===== src/sv/mtg_pkg.sv =====
package mtg_pkg;

  localparam int unsigned Depth     = 624;
  localparam int unsigned AddrW     = 10;
  localparam int unsigned MixOffset = 397;

  localparam logic [31:0] TwistXor = 32'h9908_B0DF;
  localparam logic [31:0] TemperB  = 32'h9D2C_5680;
  localparam logic [31:0] TemperC  = 32'hEFC6_0000;
  localparam logic [31:0] OddStep  = 32'd527;
  localparam logic [31:0] BaseAdd  = 32'd2135;
  localparam logic [31:0] BaseMul  = 32'd74111;

  localparam logic FuncRaw    = 1'b0;
  localparam logic FuncRanged = 1'b1;

  typedef struct packed {
    logic             load_base;
    logic             we;
    logic             fill_sel;
    logic [AddrW-1:0] waddr;
    logic             rd_en;
    logic [AddrW-1:0] raddr_a;
    logic [AddrW-1:0] raddr_b;
    logic             cur_load;
    logic             req_load;
    logic             word_load;
    logic             div_step;
    logic             out_load;
  } mtg_cmd_t;

  typedef struct packed {
    logic func;
    logic span_zero;
    logic out_free;
  } mtg_stat_t;

endpackage


===== src/sv/mtg_ctrl.sv =====
module mtg_ctrl import mtg_pkg::*; (
  input  logic      clk_i,
  input  logic      rst_ni,
  input  logic      seed_we_i,
  input  logic      in_valid_i,
  output logic      in_stall_o,
  input  mtg_stat_t stat_i,
  output mtg_cmd_t  cmd_o
);

  localparam logic [3:0] S_BASE  = 4'd0;
  localparam logic [3:0] S_FILL  = 4'd1;
  localparam logic [3:0] S_PRIME = 4'd2;
  localparam logic [3:0] S_TRD   = 4'd3;
  localparam logic [3:0] S_TWR   = 4'd4;
  localparam logic [3:0] S_IDLE  = 4'd5;
  localparam logic [3:0] S_RRD   = 4'd6;
  localparam logic [3:0] S_RWAIT = 4'd7;
  localparam logic [3:0] S_DIV   = 4'd8;
  localparam logic [3:0] S_OUT   = 4'd9;

  localparam logic [AddrW-1:0] LastIdx = AddrW'(Depth - 1);
  localparam logic [AddrW-1:0] FullIdx = AddrW'(Depth);
  localparam logic [AddrW-1:0] WrapIdx = AddrW'(Depth - MixOffset);
  localparam logic [AddrW-1:0] MixIdx  = AddrW'(MixOffset);

  logic [3:0]       state_q, state_d;
  logic [AddrW-1:0] k_q, k_d, ridx_q, ridx_d;
  logic [4:0]       dcnt_q, dcnt_d;
  logic             req_q, req_d;
  logic [AddrW-1:0] nxt, far;

  assign nxt = (k_q == LastIdx) ? '0 : k_q + AddrW'(1);
  assign far = (k_q < WrapIdx) ? k_q + MixIdx : k_q - WrapIdx;
  // a seed write takes the edge, so no request is taken with it
  assign in_stall_o = (state_q != S_IDLE) || seed_we_i;

  always_comb begin
    state_d = state_q;
    k_d     = k_q;
    ridx_d  = ridx_q;
    dcnt_d  = dcnt_q;
    req_d   = req_q;
    cmd_o   = '0;
    cmd_o.waddr = k_q;
    unique case (state_q)
      S_BASE: begin
        cmd_o.load_base = 1'b1;
        k_d = '0;
        state_d = S_FILL;
      end
      S_FILL: begin
        cmd_o.we = 1'b1;
        cmd_o.fill_sel = 1'b1;
        k_d = k_q + AddrW'(1);
        if (k_q == LastIdx) begin
          k_d = '0;
          state_d = S_PRIME;
        end
      end
      S_PRIME: begin
        cmd_o.rd_en = 1'b1;
        state_d = S_TRD;
      end
      S_TRD: begin
        cmd_o.rd_en = 1'b1;
        cmd_o.raddr_a = nxt;
        cmd_o.raddr_b = far;
        cmd_o.cur_load = (k_q == '0);
        state_d = S_TWR;
      end
      S_TWR: begin
        cmd_o.we = 1'b1;
        k_d = k_q + AddrW'(1);
        state_d = S_TRD;
        if (k_q == LastIdx) begin
          k_d = '0;
          if (req_q) begin
            ridx_d = '0;
            state_d = S_RRD;
          end else begin
            ridx_d = FullIdx;
            state_d = S_IDLE;
          end
        end
      end
      S_IDLE: begin
        if (seed_we_i) begin
          state_d = S_BASE;
        end else if (in_valid_i) begin
          cmd_o.req_load = 1'b1;
          if (ridx_q == FullIdx) begin
            req_d = 1'b1;
            state_d = S_PRIME;
          end else begin
            state_d = S_RRD;
          end
        end
      end
      S_RRD: begin
        cmd_o.rd_en = 1'b1;
        cmd_o.raddr_a = ridx_q;
        ridx_d = ridx_q + AddrW'(1);
        req_d = 1'b0;
        state_d = S_RWAIT;
      end
      S_RWAIT: begin
        cmd_o.word_load = 1'b1;
        dcnt_d = '0;
        if (stat_i.func == FuncRaw || stat_i.span_zero) state_d = S_OUT;
        else state_d = S_DIV;
      end
      S_DIV: begin
        cmd_o.div_step = 1'b1;
        dcnt_d = dcnt_q + 5'd1;
        if (dcnt_q == 5'd31) state_d = S_OUT;
      end
      S_OUT: begin
        if (stat_i.out_free) begin
          cmd_o.out_load = 1'b1;
          state_d = S_IDLE;
        end
      end
      default: state_d = S_BASE;
    endcase
    // a seed write restarts the refill from any state
    if (seed_we_i) begin
      req_d   = 1'b0;
      state_d = S_BASE;
    end
  end

  always_ff @(posedge clk_i or negedge rst_ni) begin
    if (!rst_ni) begin
      state_q <= S_BASE;
      k_q     <= '0;
      ridx_q  <= FullIdx;
      dcnt_q  <= '0;
      req_q   <= 1'b0;
    end else begin
      state_q <= state_d;
      k_q     <= k_d;
      ridx_q  <= ridx_d;
      dcnt_q  <= dcnt_d;
      req_q   <= req_d;
    end
  end

endmodule


===== config.mk =====
export PLATFORM = sky130hd
export DESIGN_NAME = mtg_ctrl
export DESIGN_NICKNAME = d
export VERILOG_FILES = /design/src/sv/mtg_pkg.sv /design/src/sv/mtg_ctrl.sv
export SDC_FILE = /design/constraint.sdc
export NUM_CORES = 1
export LEC_CHECK = 0
export ABC_CLOCK_PERIOD_IN_PS = 2400
export BUFFER_PORTS_ARGS = -buffer_cell sky130_fd_sc_hd__clkbuf_2
export CAP_MARGIN = 30
export CORE_MARGIN = 4
export CORE_UTILIZATION = 30
export CTS_CLUSTER_DIAMETER = 120
export DETAILED_ROUTE_END_ITERATION = 6
export HOLD_SLACK_MARGIN = 0.02
export PLACE_DENSITY = 0.49
export SYNTH_ARGS = -nofsm -noshare
export SYNTH_HDL_FRONTEND = slang
export SYNTH_SLANG_ARGS = --single-unit
export TNS_END_PERCENT = 30

===== constraint.sdc =====
create_clock -name clk_i -period 2.4 [get_ports clk_i]
set_input_delay 0.24 -clock clk_i [delete_from_list [all_inputs] [get_ports clk_i]]
set_output_delay 0.24 -clock clk_i [all_outputs]
set_load 0.1 [all_outputs]

==> run_results.csv, run 1 <==
group,metric,value,unit
floorplan,coreArea,0.00789,sq mm
power_and_ir_drop,combPwrFrac,62.7,%
sta,slew_headroom,46.9,%
power_and_ir_drop,fin_total_pwr,3.19,mW
placed_design,post-place-ws,127,ps
route,drt_iter0_drc,79,
route,via_count,2559,
clocking,clockBufferDepth,2,
clocking,cts_tree,"built",
yosys,synth_area_leaders,"dfrtp_1 (26%), o21ai_0 (4.8%), dfstp_2 (4.2%)",
yosys,synthMostInstantiatedCell,"dfrtp_1",
clocking,numCtsBuffers,5,
power_and_ir_drop,peakVddDrop,0.904,mV
clocking,htreeDepth,2,
clocking,path_clk_slew,70,ps
placed_design,hpwl,5770,um
yosys,postSynthAreaPerCell,8.28,sq um
route,wl,7780,um
finish,synthToLayoutAreaGrowth,47.4,%
power_and_ir_drop,cellPowerDensity,872,mW/mm^2
yosys,synth-seq-area-share,30.4,%
grt,grt_antenna_before_repair,0,
yosys,synthTopCellsByCount,"dfrtp_1 (26), nand2_1 (25), o21ai_0 (24)",
placed_design,port_buffers,46,
yosys,ys_ff_latch,30,
yosys,yosysWarningCount,0,
clocking,root_buffer,"clkbuf_8",
sta,timing.final.max_slew_violations,0,
sta,rsz0062_at_grt,"yes",
power_and_ir_drop,p_sw_share,53.5,%
grt,grt-ovfl-total,0,
route,postRouteAntennaNets,0,
grt,grt_pass1_wl,12700,um
yosys,syn_inst,300,
floorplan,dieArea,0.00980,sq mm
finish,nFillCells,750,
sta,final_hold_viol_count,0,
finish,final_layout_size_suffix_gt1_share,37.4,%
yosys,synthFlopType,"dfrtp_1",
setup_path,crit_fanout,5,
route,wl_per_cell,17.2,um
floorplan,start_util,31.5,%
sta,min_period,2340,ps
yosys,syn_nets,313,
clocking,clock_sinks,30,
hold_path,hold_path.class,"in2async",
route,via_per_inst,5.66,
power_and_ir_drop,power.internal,1.49,mW
route,highest_layer,"met4",
sta,fin_ws,62.4,ps
sta,setup_viol,0,
yosys,netlist_area,0.00248,sq mm
yosys,synthArstFlopShare,100,%
sta,period_share,97.4,%
setup_path,worstSetupEndpointType,"output port",
floorplan,row_count,32,
setup_path,startpoint_type,"flip-flop",
floorplan,ios,47,
outcome,status,"completed",
yosys,ys_types,63,
setup_path,worstSetupPathType,"reg2out",
sta,worst_pin_slew,797,ps
power_and_ir_drop,p_seq_share,22.0,%
flow_run,drv_cap,0,
finish,diodes,0,
power_and_ir_drop,leakage,1.39,nW
yosys,yosys.area.top_type,"dfrtp_1",
clocking,insertion_delay,280,ps
sta,fin_skew,8.32,ps
setup_path,arrival,2100,ps
yosys,synth.top_cell.area_share,26.2,%
route,met2WireLength,3560,um
power_and_ir_drop,p_sw,1.71,mW
placed_design,postPlaceCellArea,0.00345,sq mm
floorplan,fp.dieH,99.0,um
route,drcViolationCount,0,
route,wl_met3,339,um
power_and_ir_drop,power_frac_clock,15.3,%
grt,grt_pass1_vias,2325,
finish,postLayoutCellArea,0.00366,sq mm
grt,grt_usage,15.9,%
finish,nets,362,
setup_path,crit_required,2160,ps
grt,grt_max_degree,31,
placed_design,gp_congestion,0.859,
setup_path,rrSetupSlack,340,ps
route,first_pass_iters,4,
sta,setup-tns-final,0,ps
sta,fmax,428,MHz
route,wl_met1,3740,um
floorplan,die_x,99.0,um
yosys,synth-edff-count,0,
[logic make-up after synthesis]
family | synth area share, %
adders and majority gates | 3.42
AOI/OAI and AO/OA | 23.1
xor gates and xnor gates | 4.23
muxes | 2.06
and+or+nand+nor | 30.4
DFF | 30.4
buffers and inverters | 6.39
[registers in the layout, indices dropped and copies added (netlist names)]
register	count
k_q	10
ridx_q	10
dcnt_q	5
state_q	4
req_q	1
[stage by stage]
step / hold slack [ps] / utilization (%) / cells
after floorplan: -55.6 / - / 300
after global placement: 372 / 43.7 / 441
after detailed placement: 367 / 43.7 / 441
after CTS: 55.9 / 45.5 / 449
after global routing: 92.6 / 46.4 / 452
final: 30.8 / 46.4 / 452
[layout make-up]
cell class	instances	area, sq um	share of cell area, %
Clock buffer	8	110	3.01
Inverter	11	41.3	1.13
Multi-Input combinational cell	234	1860	50.8
Sequential cell	30	783	21.4
Tap cell	102	128	3.48
Timing Repair Buffer	67	742	20.3
[worst max-delay path: stages, from the launching register on]
cell and delay, ps:
dfrtp_4 500, ha_4 190, or3_4 350, o311ai_4 250, buf_4 150, a21o_1 140
a21oi_4 70, buf_12 170
[metal layers]
metal / GRT usage, % / vias up
met5: 0 / -
met1: 22.8 / 1238
li1: - / 1239
met3: 2.55 / 13
met4: 4.73 / 0
met2: 24.6 / 69
[final timing paths]
path / from / end / cells after the start
worst min register to register: dcnt_q[3] / dcnt_q[3] / 1
max in group asynchronous: rst_ni / k_q[7] / 1
min in group clk_i: seed_we_i / req_q / 2
worst max-delay path: k_q[1] / cmd_o[11] / 7
worst max register to register: k_q[1] / state_q[0] / 6
worst min-delay path: rst_ni / ridx_q[7] / 1
[layout by cell type (no fill, tap or decap), drive strengths merged, types with 2 or more instances in the layout]
cell     count
o211ai       3
nor4         4
nor3         4
a22oi        2
dfrtp       26
and3         8
and4         2
a211oi       4
a31oi       10
nand4bb      2
inv         10
nor2b        3
nand2b      10
clkbuf      29
nor3b        3
nor2        14
nand3       12
o21ai       24
xor2         3
nand4       10
or3          6
a311o        2
a21o         2
xnor2        9
a22o         3
nand4b       3
o31a         3
dfstp        4
a21oi       15
nand2       25
ha           6
mux2i        4
nand3b       3
o31ai        6
buf         46
and4b        4
nor4b        3
o22ai        5
[power by group through the flow]
stage	Sequential (mW)	Combinational, mW	Clock (mW)
floorplan	0.807	1.34	0
global placement	0.699	1.98	0
detailed placement	0.701	1.98	0
CTS	0.693	1.99	0.504
global route	0.715	2.11	0.526
finish	0.703	2.00	0.487
[repair_timing]
item,in CTS,in global routing
setup endpoints to repair,6,16
gates resized for setup,7,10
buffers inserted,0,3
pin swaps,0,6
hold buffers,0,0
No activity file was read; power rests on OpenSTA's default activity.
==> run 2: changes to the inputs <==
--- a/config.mk
+++ b/config.mk
@@ -8,6 +8,7 @@
 export ABC_CLOCK_PERIOD_IN_PS = 2400
 export BUFFER_PORTS_ARGS = -buffer_cell sky130_fd_sc_hd__clkbuf_2
 export CAP_MARGIN = 30
+export CORE_ASPECT_RATIO = 1.4
 export CORE_MARGIN = 4
 export CORE_UTILIZATION = 30
 export CTS_CLUSTER_DIAMETER = 120
==> run_results.csv, run 2 (same netlist as run 1, synthesis figures left out) <==
group,metric,value,unit
finish,layout.cells.non_filler,454,
grt,grt_usage,16.2,%
grt,grt_util_met1,18.9,%
sta,worst_pin_slew,804,ps
setup_path,worstSetupPathType,"reg2out",
clocking,postCtsSetupBuffers,0,
finish,final_cell_mix,"buf_4 (27), nand2_1 (24), buf_12 (22), clkbuf_2 (20), o21ai_0 (17)",
setup_path,crit_fanout,9,
finish,final_util,45.8,%
clocking,numCtsBuffers,5,
outcome,violations,"negative setup slack",
clocking,path_clk_slew,50,ps
floorplan,dieArea,0.00982,sq mm
floorplan,die_x,84.9,um
floorplan,coreArea,0.00810,sq mm
setup_path,rrSetupSlack,320,ps
finish,nFillCells,821,
clocking,clockBufferDepth,2,
route,drcViolationCount,0,
setup_path,crit_start,"k_q[1]",
route,via_count,2503,
floorplan,row_count,39,
setup_path,rr_worst_depth,6,
clocking,root_buffer,"clkbuf_16",
sta,rsz0062_at_grt,"yes",
clocking,cts_tree,"built",
setup_path,r2r-start,"k_q[1]",
placed_design,post-place-ws,140,ps
setup_path,path_cells,"ha_4 > buf_4 > and3_1 > and3_1 > xnor2_2 > o21ai_4 > buf_12",
setup_path,startpoint_type,"flip-flop",
clocking,htreeDepth,2,
finish,final_common_cell,"buf_4",
route,wl,7930,um
sta,fin_skew,9.59,ps
outcome,status,"finished, violations left",
clocking,insertion_delay,280,ps
grt,grt_pass1_wl,12600,um
route,via_per_inst,5.51,
setup_path,worstSetupEndpointType,"output port",
finish,synthToLayoutAreaGrowth,49.4,%
route,first_pass_iters,4,
clocking,clock_sinks,30,
sta,fin_ws,-4.80,ps
route,postRouteAntennaNets,0,
sta,timing.final.max_slew_violations,0,
placed_design,hpwl,5930,um
floorplan,fp.dieH,116,um
setup_path,path_buf_inv,2,
power_and_ir_drop,cellPowerDensity,911,mW/mm^2
finish,diodes,0,
sta,period_share,100,%
floorplan,start_util,30.7,%
flow_run,drv_cap,0,
sta,fmax,416,MHz
grt,grt_use_met2,29.8,%
grt,use_met3,2.06,%
setup_path,critical_path.max_stage_delay,520,ps
setup_path,crit_required,2160,ps
finish,layout_top_registers,"k_q (10), ridx_q (10), dcnt_q (5)",
floorplan,ios,47,
sta,slew_headroom,46.4,%
grt,grt_busiest_layer,"met2",
grt,grt-ovfl-total,0,
power_and_ir_drop,leakage,1.42,nW
placed_design,dp_cells,446,
hold_path,hold_path.class,"in2async",
sta,final_hold_viol_count,0,
placed_design,port_buffers,46,
setup_path,arrival,2160,ps
route,drt_iter0_drc,115,
sta,setup-tns-final,-4.80,ps
power_and_ir_drop,peakVddDrop,0.454,mV
finish,final_layout_size_suffix_gt1_share,36.6,%
setup_path,cp_top_family,"flip-flops",
grt,grt_antenna_before_repair,0,
clocking,hold_buffers,0,
finish,nets,364,
setup_path,slowest_stage,"dfrtp_4",
setup_path,crit_path_frequent_cell,"and3_1",
grt,grt_max_degree,31,
grt,grt_pass1_vias,2457,
sta,setup_viol,1,
placed_design,gp_congestion,0.854,
route,wl_per_cell,17.5,um
sta,min_period,2400,ps
setup_path,crit_cells,7,
-- run 2: metal layers --
| layer | vias to the layer above | routed length [um] |
|---|---|---|
| li1 | 1224 | - |
| met1 | 1207 | 3290 |
| met2 | 61 | 4230 |
| met3 | 11 | 243 |
| met4 | 0 | 164 |
| met5 | - | 0 |
-- run 2: cell type report --
class                      instances  area [sq um]  share of cell area, %
timing repair buffer              69           743                   20.0
multi-input combinational        234          1870                   50.4
clock buffer                       8           146                   3.94
sequential                        30           782                   21.1
inverter                          11          41.3                   1.11
tap                              102           128                   3.44
-- run 2: repair_timing --
action | in CTS | in global routing
setup endpoints to repair | 6 | 8
pin swaps | 0 | 2
gates resized for setup | 4 | 11
-- run 2: worst paths after layout --
path / end
hold / removal: ridx_q[8]
min in group clk_i: req_q
setup / recovery: cmd_o[23]
max in group asynchronous: k_q[7]
hold reg to reg: dcnt_q[3]
setup reg to reg: state_q[0]
-- run 2: where the power goes --
| part | switching, mW | internal (mW) |
|---|---|---|
| combinational | 1.41 | 0.642 |
| clock | 0.215 | 0.413 |
| sequential | 0.116 | 0.585 |
| total | 1.74 | 1.64 |
-- run 2: stage by stage --
step	cell area (sq um)	power, mW	hold WS, ps
finish	3710	3.38	47.3
global route	3710	3.55	103
CTS	3630	3.39	75.5
detailed placement	3480	2.74	374
global placement	3480	2.73	369
floorplan	2710	2.15	-55.6
==> run 3: changes to the inputs <==
--- a/config.mk
+++ b/config.mk
@@ -10,11 +10,11 @@
 export CAP_MARGIN = 30
 export CORE_ASPECT_RATIO = 1.4
 export CORE_MARGIN = 4
-export CORE_UTILIZATION = 30
+export CORE_UTILIZATION = 56
 export CTS_CLUSTER_DIAMETER = 120
 export DETAILED_ROUTE_END_ITERATION = 6
 export HOLD_SLACK_MARGIN = 0.02
-export PLACE_DENSITY = 0.49
+export PLACE_DENSITY = 0.81
 export SYNTH_ARGS = -nofsm -noshare
 export SYNTH_HDL_FRONTEND = slang
 export SYNTH_SLANG_ARGS = --single-unit
==> run_results.csv, run 3 (same netlist as run 1, synthesis figures left out) <==
group,metric,value,unit
floorplan,start_util,58.1,%
setup_path,rr_worst_depth,5,
clocking,clock_sinks,30,
setup_path,crit_fanout,11,
hold_path,hold_path.class,"in2async",
clocking,clockBufferDepth,2,
finish,final_cell_mix,"buf_4 (25), nand2_1 (24), clkbuf_2 (23), buf_12 (22), o21ai_0 (16)",
power_and_ir_drop,leakage,1.39,nW
placed_design,gp_congestion,0.896,
route,via_per_inst,6.72,
finish,postLayoutCellArea,0.00362,sq mm
finish,synthToLayoutAreaGrowth,45.6,%
clocking,insertion_delay,300,ps
finish,final_common_cell,"buf_4",
sta,worst_pin_slew,802,ps
floorplan,row_count,28,
setup_path,worstSetupPathType,"reg2out",
route,wl_met1,3010,um
grt,grt_pass1_wl,12700,um
sta,period_share,98.9,%
placed_design,dp_cells,401,
finish,final_layout_size_suffix_gt1_share,38.0,%
finish,nFillCells,243,
grt,grt_antenna_before_repair,0,
route,met2WireLength,4420,um
route,highest_layer,"met4",
placed_design,port_buffers,46,
floorplan,coreArea,0.00427,sq mm
route,via_count,2777,
setup_path,startpoint_type,"flip-flop",
finish,layout_top_registers,"k_q (10), ridx_q (10), dcnt_q (5)",
finish,nets,365,
grt,grt_pass1_vias,2584,
route,wl_met3,530,um
clocking,htreeDepth,2,
route,drcViolationCount,1,
sta,fin_skew,7.08,ps
placed_design,hpwl,5580,um
power_and_ir_drop,peakVddDrop,0.613,mV
clocking,path_clk_slew,70,ps
outcome,status,"finished, violations left",
grt,grt_max_degree,31,
setup_path,crit_required,2160,ps
clocking,root_buffer,"clkbuf_8",
sta,rsz0062_at_grt,"yes",
finish,diodes,0,
route,wl_per_cell,20.3,um
clocking,numCtsBuffers,5,
flow_run,drv_cap,0,
floorplan,dieArea,0.00558,sq mm
finish,layout.cells.non_filler,413,
sta,slew_headroom,46.5,%
sta,final_hold_viol_count,0,
floorplan,fp.dieH,86.8,um
sta,setup_viol,0,
sta,timing.final.max_slew_violations,0,
outcome,violations,"design-rule violations",
route,drt_iter0_drc,243,
sta,fmax,421,MHz
power_and_ir_drop,cellPowerDensity,897,mW/mm^2
grt,grt_usage,29.2,%
route,postRouteAntennaNets,0,
floorplan,ios,47,
route,wl,8380,um
finish,multiInputGateArea,0.00188,sq mm
setup_path,worstSetupEndpointType,"output port",
grt,grt-ovfl-total,0,
placed_design,postPlaceCellArea,0.00338,sq mm
route,first_pass_iters,7,
clocking,cts_tree,"built",
finish,area.sequential,785,sq um
setup_path,arrival,2130,ps
floorplan,die_x,64.3,um
sta,min_period,2370,ps
sta,setup-tns-final,0,ps
[run 3: cell count changes in the layout (fill, tap and decap cells not counted), moves of 2 or more]
cell | before | now
buf_4 | 27 | 25
clkbuf_16 | 5 | 0
clkbuf_2 | 20 | 23
clkbuf_8 | 1 | 6
dfrtp_1 | 15 | 13
dfrtp_2 | 6 | 8
nand3_1 | 11 | 9
[run 3: repair_timing]
action | in CTS | in global routing
hold buffers | 0 | 0
setup endpoints to repair | 9 | 15
buffers inserted | 2 | 2
resized for setup | 9 | 13
pin swaps | 3 | 4
[run 3: area by class of cell]
cell class	instances	share of cell area (%)
clock inverters	1	0.138
repair buffers	70	20.5
inverters	11	1.14
multi-input cells	234	52.0
clock buffers	7	2.39
flip-flops and latches	30	21.7
well taps	60	2.07
[run 3: worst max-delay path, stage by stage (launching register included)]
cell     delay [ps]
dfrtp_2         420
buf_4           210
and3_1          310
nand4_1         210
xnor2_1         390
o21ai_4         120
buf_12          180
[run 3: per-stage QoR]
stage / hold slack, ps / util [%] / setup slack (ps) / total power [mW]
after CTS: 37.2 / 82.8 / 18.9 / 3.15
after detailed placement: 347 / 79.2 / 146 / 2.69
after floorplan: -55.6 / - / -384 / 2.15
final: 23.6 / 84.7 / 25.9 / 3.25
after global placement: 342 / 79.2 / 185 / 2.64
after global routing: 70.4 / 84.7 / -61.3 / 3.37
[run 3: path summary, 6_finish.rpt]
path / startpoint / endpoint / slack, ps
setup / recovery: k_q[6] / cmd_o[24] / 30
hold / removal: rst_ni / ridx_q[8] / 20
setup reg to reg: k_q[4] / state_q[0] / 280
hold reg to reg: dcnt_q[4] / dcnt_q[4] / 510
max in group asynchronous: rst_ni / k_q[7] / 1790
min in group clk_i: seed_we_i / state_q[3] / 240
[run 3: per-layer routing]
metal / global-route usage [%] / vias to the layer above
li1: - / 1235
met1: 29.7 / 1331
met2: 53.9 / 162
met3: 6.23 / 49
met4: 17.5 / 0
met5: 0 / -
[run 3: power breakdown]
group          total (mW)  leakage (nW)  internal (mW)  switching [mW]
Sequential          0.691         0.377          0.586           0.105
Clock               0.434        0.0482          0.231           0.203
Combinational        2.12         0.966          0.647            1.47
